`config.mk`:
```
export PLATFORM = sky130hd
export DESIGN_NAME = qmorg_exec
export DESIGN_NICKNAME = d
export VERILOG_FILES = /design/src/rtl/core/qmorg_pkg.sv /design/src/rtl/core/qmorg_exec.sv
export SDC_FILE = /design/constraint.sdc
export NUM_CORES = 1
export LEC_CHECK = 0
export ABC_AREA = 0
export ABC_CLOCK_PERIOD_IN_PS = 28000
export BUFFER_PORTS_ARGS = -buffer_cell sky130_fd_sc_hd__buf_2
export CORE_MARGIN = 3
export CORE_UTILIZATION = 25
export DETAILED_ROUTE_END_ITERATION = 7
export GPL_TIMING_DRIVEN = 0
export SLEW_MARGIN = 20
export SYNTH_ARGS = -nofsm -noshare
export SYNTH_HDL_FRONTEND = slang
export SYNTH_SLANG_ARGS = --single-unit
```
`constraint.sdc`:
```
create_clock -name vclk -period 28
set_clock_uncertainty 0.15 [all_clocks]
set_input_delay 1.4 -clock vclk [all_inputs]
set_output_delay 1.4 -clock vclk [all_outputs]
set_load 0.02 [all_outputs]
```
`src/rtl/core/qmorg_pkg.sv`:
```
// shared types and constants for the quote move order risk gate
// no dependencies; imported by every module of the block
package qmorg_pkg;

   localparam int INST_W      = 6;
   localparam int TIME_W      = 63;
   localparam int PRICE_W     = 32;
   localparam int QTY_W       = 16;
   localparam int VOL_W       = 16;
   localparam int POS_LIMIT_W = 31;
   localparam int WIN_W       = 34;
   localparam int POS_W       = 32;
   localparam int FILL_CNT_W  = 32;

   localparam int CSR_IDX_W  = 1;
   localparam int CSR_DATA_W = 31;

   localparam logic [CSR_IDX_W-1:0] CSR_VOLUME_LIMIT   = CSR_IDX_W'(0);
   localparam logic [CSR_IDX_W-1:0] CSR_POSITION_LIMIT = CSR_IDX_W'(1);

   localparam logic MODE_QUOTE = 1'b0;
   localparam logic MODE_FILL  = 1'b1;

   localparam logic SIDE_BUY  = 1'b0;
   localparam logic SIDE_SELL = 1'b1;

   // one instrument's book entry as kept in the state memory
   typedef struct packed {
      logic [PRICE_W-1:0]      prev_bid;
      logic [PRICE_W-1:0]      prev_ask;
      logic                    prev_valid;
      logic signed [POS_W-1:0] position;
      logic [VOL_W-1:0]        window_volume;
      logic [WIN_W-1:0]        window_index;
      logic                    order_active;
      logic                    order_size;
      logic [FILL_CNT_W-1:0]   filled_count;
   } entry_type;

   // an accepted item waiting for its entry
   typedef struct packed {
      logic               mode;
      logic [INST_W-1:0]  instrument;
      logic               in_range;
      logic [WIN_W-1:0]   win;
      logic               quote_valid;
      logic [PRICE_W-1:0] bid_price;
      logic [PRICE_W-1:0] ask_price;
      logic [QTY_W-1:0]   fill_qty;
      logic               fill_side;
   } item_type;

   typedef struct packed {
      logic               valid;
      logic [PRICE_W-1:0] price;
      logic               side;
   } order_type;

endpackage

```
`src/rtl/core/qmorg_exec.sv`:
```
// update of one book entry for one item: quote compare, risk checks, fills
// purely combinational, sits between the memory read and the write-back; uses qmorg_pkg
module qmorg_exec (
   input  qmorg_pkg::item_type              item,
   input  qmorg_pkg::entry_type             entry_cur,
   input  logic [qmorg_pkg::VOL_W-1:0]      volume_limit,
   input  logic [qmorg_pkg::POS_LIMIT_W-1:0] position_limit,
   output qmorg_pkg::entry_type             entry_next,
   output qmorg_pkg::order_type             order
);
   import qmorg_pkg::*;

   typedef struct packed {
      logic      ok;
      entry_type entry;
   } attempt_type;

   localparam logic signed [POS_W+1:0] POS_HI = {3'b000, {(POS_W-1){1'b1}}};
   localparam logic signed [POS_W+1:0] POS_LO = {3'b111, {(POS_W-1){1'b0}}};

   function automatic attempt_type try_order(
      entry_type                s,
      logic [WIN_W-1:0]         win,
      logic                     sell,
      logic [VOL_W-1:0]         vl,
      logic [POS_LIMIT_W-1:0]   pl
   );
      attempt_type             r;
      logic [VOL_W:0]          vol_next;
      logic signed [POS_W:0]   after;
      logic [POS_W:0]          mag;
      r.ok    = 1'b0;
      r.entry = s;
      if (!s.order_active) begin
         // a new window starts the volume count over
         if (s.window_index != win) begin
            r.entry.window_volume = '0;
            r.entry.window_index  = win;
         end
         vol_next = {1'b0, r.entry.window_volume} + (VOL_W+1)'(1);
         if (sell) begin
            after = {s.position[POS_W-1], s.position} - (POS_W+1)'(1);
         end else begin
            after = {s.position[POS_W-1], s.position} + (POS_W+1)'(1);
         end
         mag = after[POS_W] ? $unsigned(-after) : $unsigned(after);
         if ((vol_next <= {1'b0, vl}) && (mag <= {2'b00, pl})) begin
            r.ok                  = 1'b1;
            r.entry.window_volume = vol_next[VOL_W-1:0];
            r.entry.order_active  = 1'b1;
            r.entry.order_size    = 1'b1;
            r.entry.filled_count  = '0;
         end
      end
      return r;
   endfunction

   logic                    sell_try;
   logic                    buy_try;
   attempt_type             sell_res;
   attempt_type             buy_res;
   logic                    sell_ok;
   logic                    buy_ok;
   entry_type               after_sell;
   entry_type               quote_entry;
   entry_type               fill_entry;
   logic signed [POS_W+1:0] pos_ext;
   logic signed [POS_W+1:0] fill_sum;
   logic [FILL_CNT_W-1:0]   filled_sum;

   always_comb begin
      sell_try = item.quote_valid && entry_cur.prev_valid &&
                 (item.bid_price > entry_cur.prev_bid);
      buy_try  = item.quote_valid && entry_cur.prev_valid &&
                 (item.ask_price < entry_cur.prev_ask);

      // sell goes first; a sent sell blocks the buy as a working order
      sell_res   = try_order(entry_cur, item.win, SIDE_SELL, volume_limit, position_limit);
      sell_ok    = sell_try && sell_res.ok;
      after_sell = sell_try ? sell_res.entry : entry_cur;

      buy_res     = try_order(after_sell, item.win, SIDE_BUY, volume_limit, position_limit);
      buy_ok      = buy_try && !sell_ok && buy_res.ok;
      quote_entry = (buy_try && !sell_ok) ? buy_res.entry : after_sell;
      quote_entry.prev_bid   = item.bid_price;
      quote_entry.prev_ask   = item.ask_price;
      quote_entry.prev_valid = item.quote_valid;

      // fill: saturating position, wrapping filled count
      pos_ext = {{2{entry_cur.position[POS_W-1]}}, entry_cur.position};
      if (item.fill_side == SIDE_SELL) begin
         fill_sum = pos_ext - (POS_W+2)'(item.fill_qty);
      end else begin
         fill_sum = pos_ext + (POS_W+2)'(item.fill_qty);
      end
      fill_entry = entry_cur;
      priority if (fill_sum > POS_HI) begin
         fill_entry.position = POS_HI[POS_W-1:0];
      end else if (fill_sum < POS_LO) begin
         fill_entry.position = POS_LO[POS_W-1:0];
      end else begin
         fill_entry.position = fill_sum[POS_W-1:0];
      end
      filled_sum = entry_cur.filled_count + FILL_CNT_W'(item.fill_qty);
      fill_entry.filled_count = filled_sum;
      if (filled_sum == FILL_CNT_W'(entry_cur.order_size)) begin
         fill_entry.order_active = 1'b0;
      end

      order.valid = 1'b0;
      order.price = sell_ok ? item.bid_price : item.ask_price;
      order.side  = sell_ok ? SIDE_SELL : SIDE_BUY;
      unique case (item.mode)
         MODE_QUOTE: begin
            entry_next  = quote_entry;
            order.valid = sell_ok || buy_ok;
         end
         MODE_FILL: begin
            entry_next = fill_entry;
         end
      endcase
   end

endmodule

```
==> reports/metrics.cfg <==
[global_routing]
grt_use_total_pct = 22.9
gr-usage-met1_pct = 29.3
use_met2_pct = 39.4
grt_pass1_wl_um = 112000
grtUsageMet3_pct = 3.55
grt.busiest_layer = met2
grt_max_degree = 11
overflow = 0
antenna_found_initial = 8
first_global_vias = 17700

[clock_network]
cts_resized = 0
postCtsSetupRepairBufs = 0
ctsHoldBuffers = 0

[status]
outcome = completed

[yosys]
netlist_instances = 2191
synth_top_area_cell = ha_1
ys_types = 102
ys_warn_count = 0
synth_area_sq_um = 15200
netlist_top_cells_count = 211 x ha_1, 209 x nor2_1, 183 x inv_1
yosysMostFrequentCell = ha_1
synth_nets = 2756
synth.area.top_cells = ha_1 17%, xnor2_1 11%, mux2_2 9.7%, nor2_1 5.2%, a21oi_1 4.7%
ys_seq_area_share_pct = 0
synth.avg_cell_area_sq_um = 6.93
synth_top_area_share_pct = 17.4

[worst_setup_path]
crit_arrival_ps = 15950
cpMaxStageDelayCell = nor3_1
crit_top_cell = a21oi_1
cp_max_fo = 10
max_stage_delay_ps = 930
crit_required_ps = 26450
crit_type = in -> out
critPathCaptureType = output pin
startpoint_type = input port

[layout]
areaGrowthSynthToFinish_pct = 24.7
seq_cells = 0
clockBufferCount = 0
fin_nets = 3308
regArea_sq_um = 0
n_fill_cell = 6553
fin_area_sq_um = 18900
drive_gt1_share_pct = 27.1

[timing]
finalMaxSlewViolations = 0
worstMarginPinSlew_ps = 1170
finalSetupViolCount = 0
fmax_mhz = 57.2
final-hold-violation-count = 0
worst_slack_ps = 10500
fin_crit_ps = 17500
finalCritPeriodShare_pct = 62.5
slew-limit-headroom_pct = 21.1
setup_tns_ps = 0
grt_setup_unrepaired = no

[routing]
drcViolationCount = 0
drtIter0Drc = 1744
drt-total-wl_um = 78200
vias_per_cell = 5.39
firstDrtPassIters = 6
antenna_left = 0
vias = 19000
detail_route.wl_per_cell_um = 22.2

[placement]
dp_slack_ps = 10790
port-buffer-count = 549
place.gp.congestion = 0.982
placed_area_sq_um = 18900
dp_hpwl_um = 68800

[job]
max_cap_violations = 0

[worst_hold_path]
hold_end = entry_next[0]
whs_path_depth = 3
worstHoldStart = entry_cur[0]
hold_class = in -> out

[die]
die_height_um = 252
initial_utilization_pct = 25.5
rows = 89
die_area_sq_um = 63700
boundaryPins = 567
fp.coreArea_sq_um = 59600
die_x_um = 252

## layer usage
layer,wire (um),vias up
li1,-,9105
met1,33000,8829
met2,36400,892
met3,5740,135
met4,3040,4
met5,27,-
## worst max path at each step
stage | cells after the start | from | end
finish | 49 | entry_cur[48] | entry_next[32]
CTS | 49 | entry_cur[61] | entry_next[32]
detailed placement | 49 | entry_cur[61] | entry_next[32]
floorplan | 47 | entry_cur[84] | entry_next[32]
global placement | 49 | entry_cur[61] | entry_next[32]
global route | 49 | entry_cur[61] | entry_next[32]
## area by class of cell
type / count / area (sq um) / area share (%)
Inverter: 186 / 698 / 3.69
Tap cell: 773 / 967 / 5.11
Timing Repair Buffer: 550 / 2760 / 14.6
Multi-Input combinational cell: 1895 / 14000 / 74.0
Buffer: 110 / 478 / 2.53
Antenna cell: 5 / 12.5 / 0.0661
## critical path: cells and delay by family
| family | cells | cell delay [ps] |
|---|---|---|
| multiplexers | 1 | 320 |
| AO/OA/AOI/OAI | 14 | 3300 |
| adder cells (fa/ha/maj) | 4 | 1040 |
| XOR/XNOR | 2 | 500 |
| buffers and inverters | 11 | 3840 |
| AND/OR/NAND/NOR | 17 | 5500 |
## kinds of logic after synthesis
family          synth area share, %
fa+ha+maj                      17.7
xor+xnor                       14.4
mux                            10.7
simple gates                   24.6
buf+inv                        7.75
compound gates                 24.9
## metrics by stage
step / hold WS [ps] / utilization, % / instances
2_1_floorplan: 2820 / - / 2191
3_3_place_gp: 3000 / 31.7 / 3513
3_5_place_dp: 3000 / 31.7 / 3514
4_1_cts: 3000 / 31.7 / 3514
5_1_grt: 3020 / 31.7 / 3515
6_report: 3000 / 31.8 / 3519
## cells in the final DEF (no fill, tap or decap), types with 7 or more instances in the layout
| cell type | instances |
|---|---|
| nor2_1 | 209 |
| nor2b_1 | 24 |
| inv_1 | 183 |
| nand4_1 | 45 |
| o21ai_0 | 98 |
| o211ai_1 | 13 |
| buf_1 | 8 |
| a21oi_1 | 143 |
| nand3_1 | 78 |
| or3_1 | 17 |
| nor3_1 | 47 |
| mux2i_1 | 7 |
| or4_1 | 16 |
| a21o_1 | 53 |
| buf_2 | 562 |
| and4_1 | 16 |
| nor4_1 | 34 |
| and2_1 | 19 |
| o2bb2ai_1 | 7 |
| xor2_1 | 67 |
| o22ai_1 | 28 |
| ha_1 | 211 |
| and3_1 | 27 |
| nand2b_1 | 22 |
| o21a_1 | 28 |
| xnor2_1 | 182 |
| a211o_1 | 9 |
| nand2_1 | 121 |
| clkbuf_1 | 82 |
| o31ai_1 | 13 |
| a211oi_1 | 20 |
| o21bai_1 | 13 |
| mux2_2 | 131 |
| a22o_1 | 31 |
| a31oi_1 | 24 |
| or2_2 | 9 |
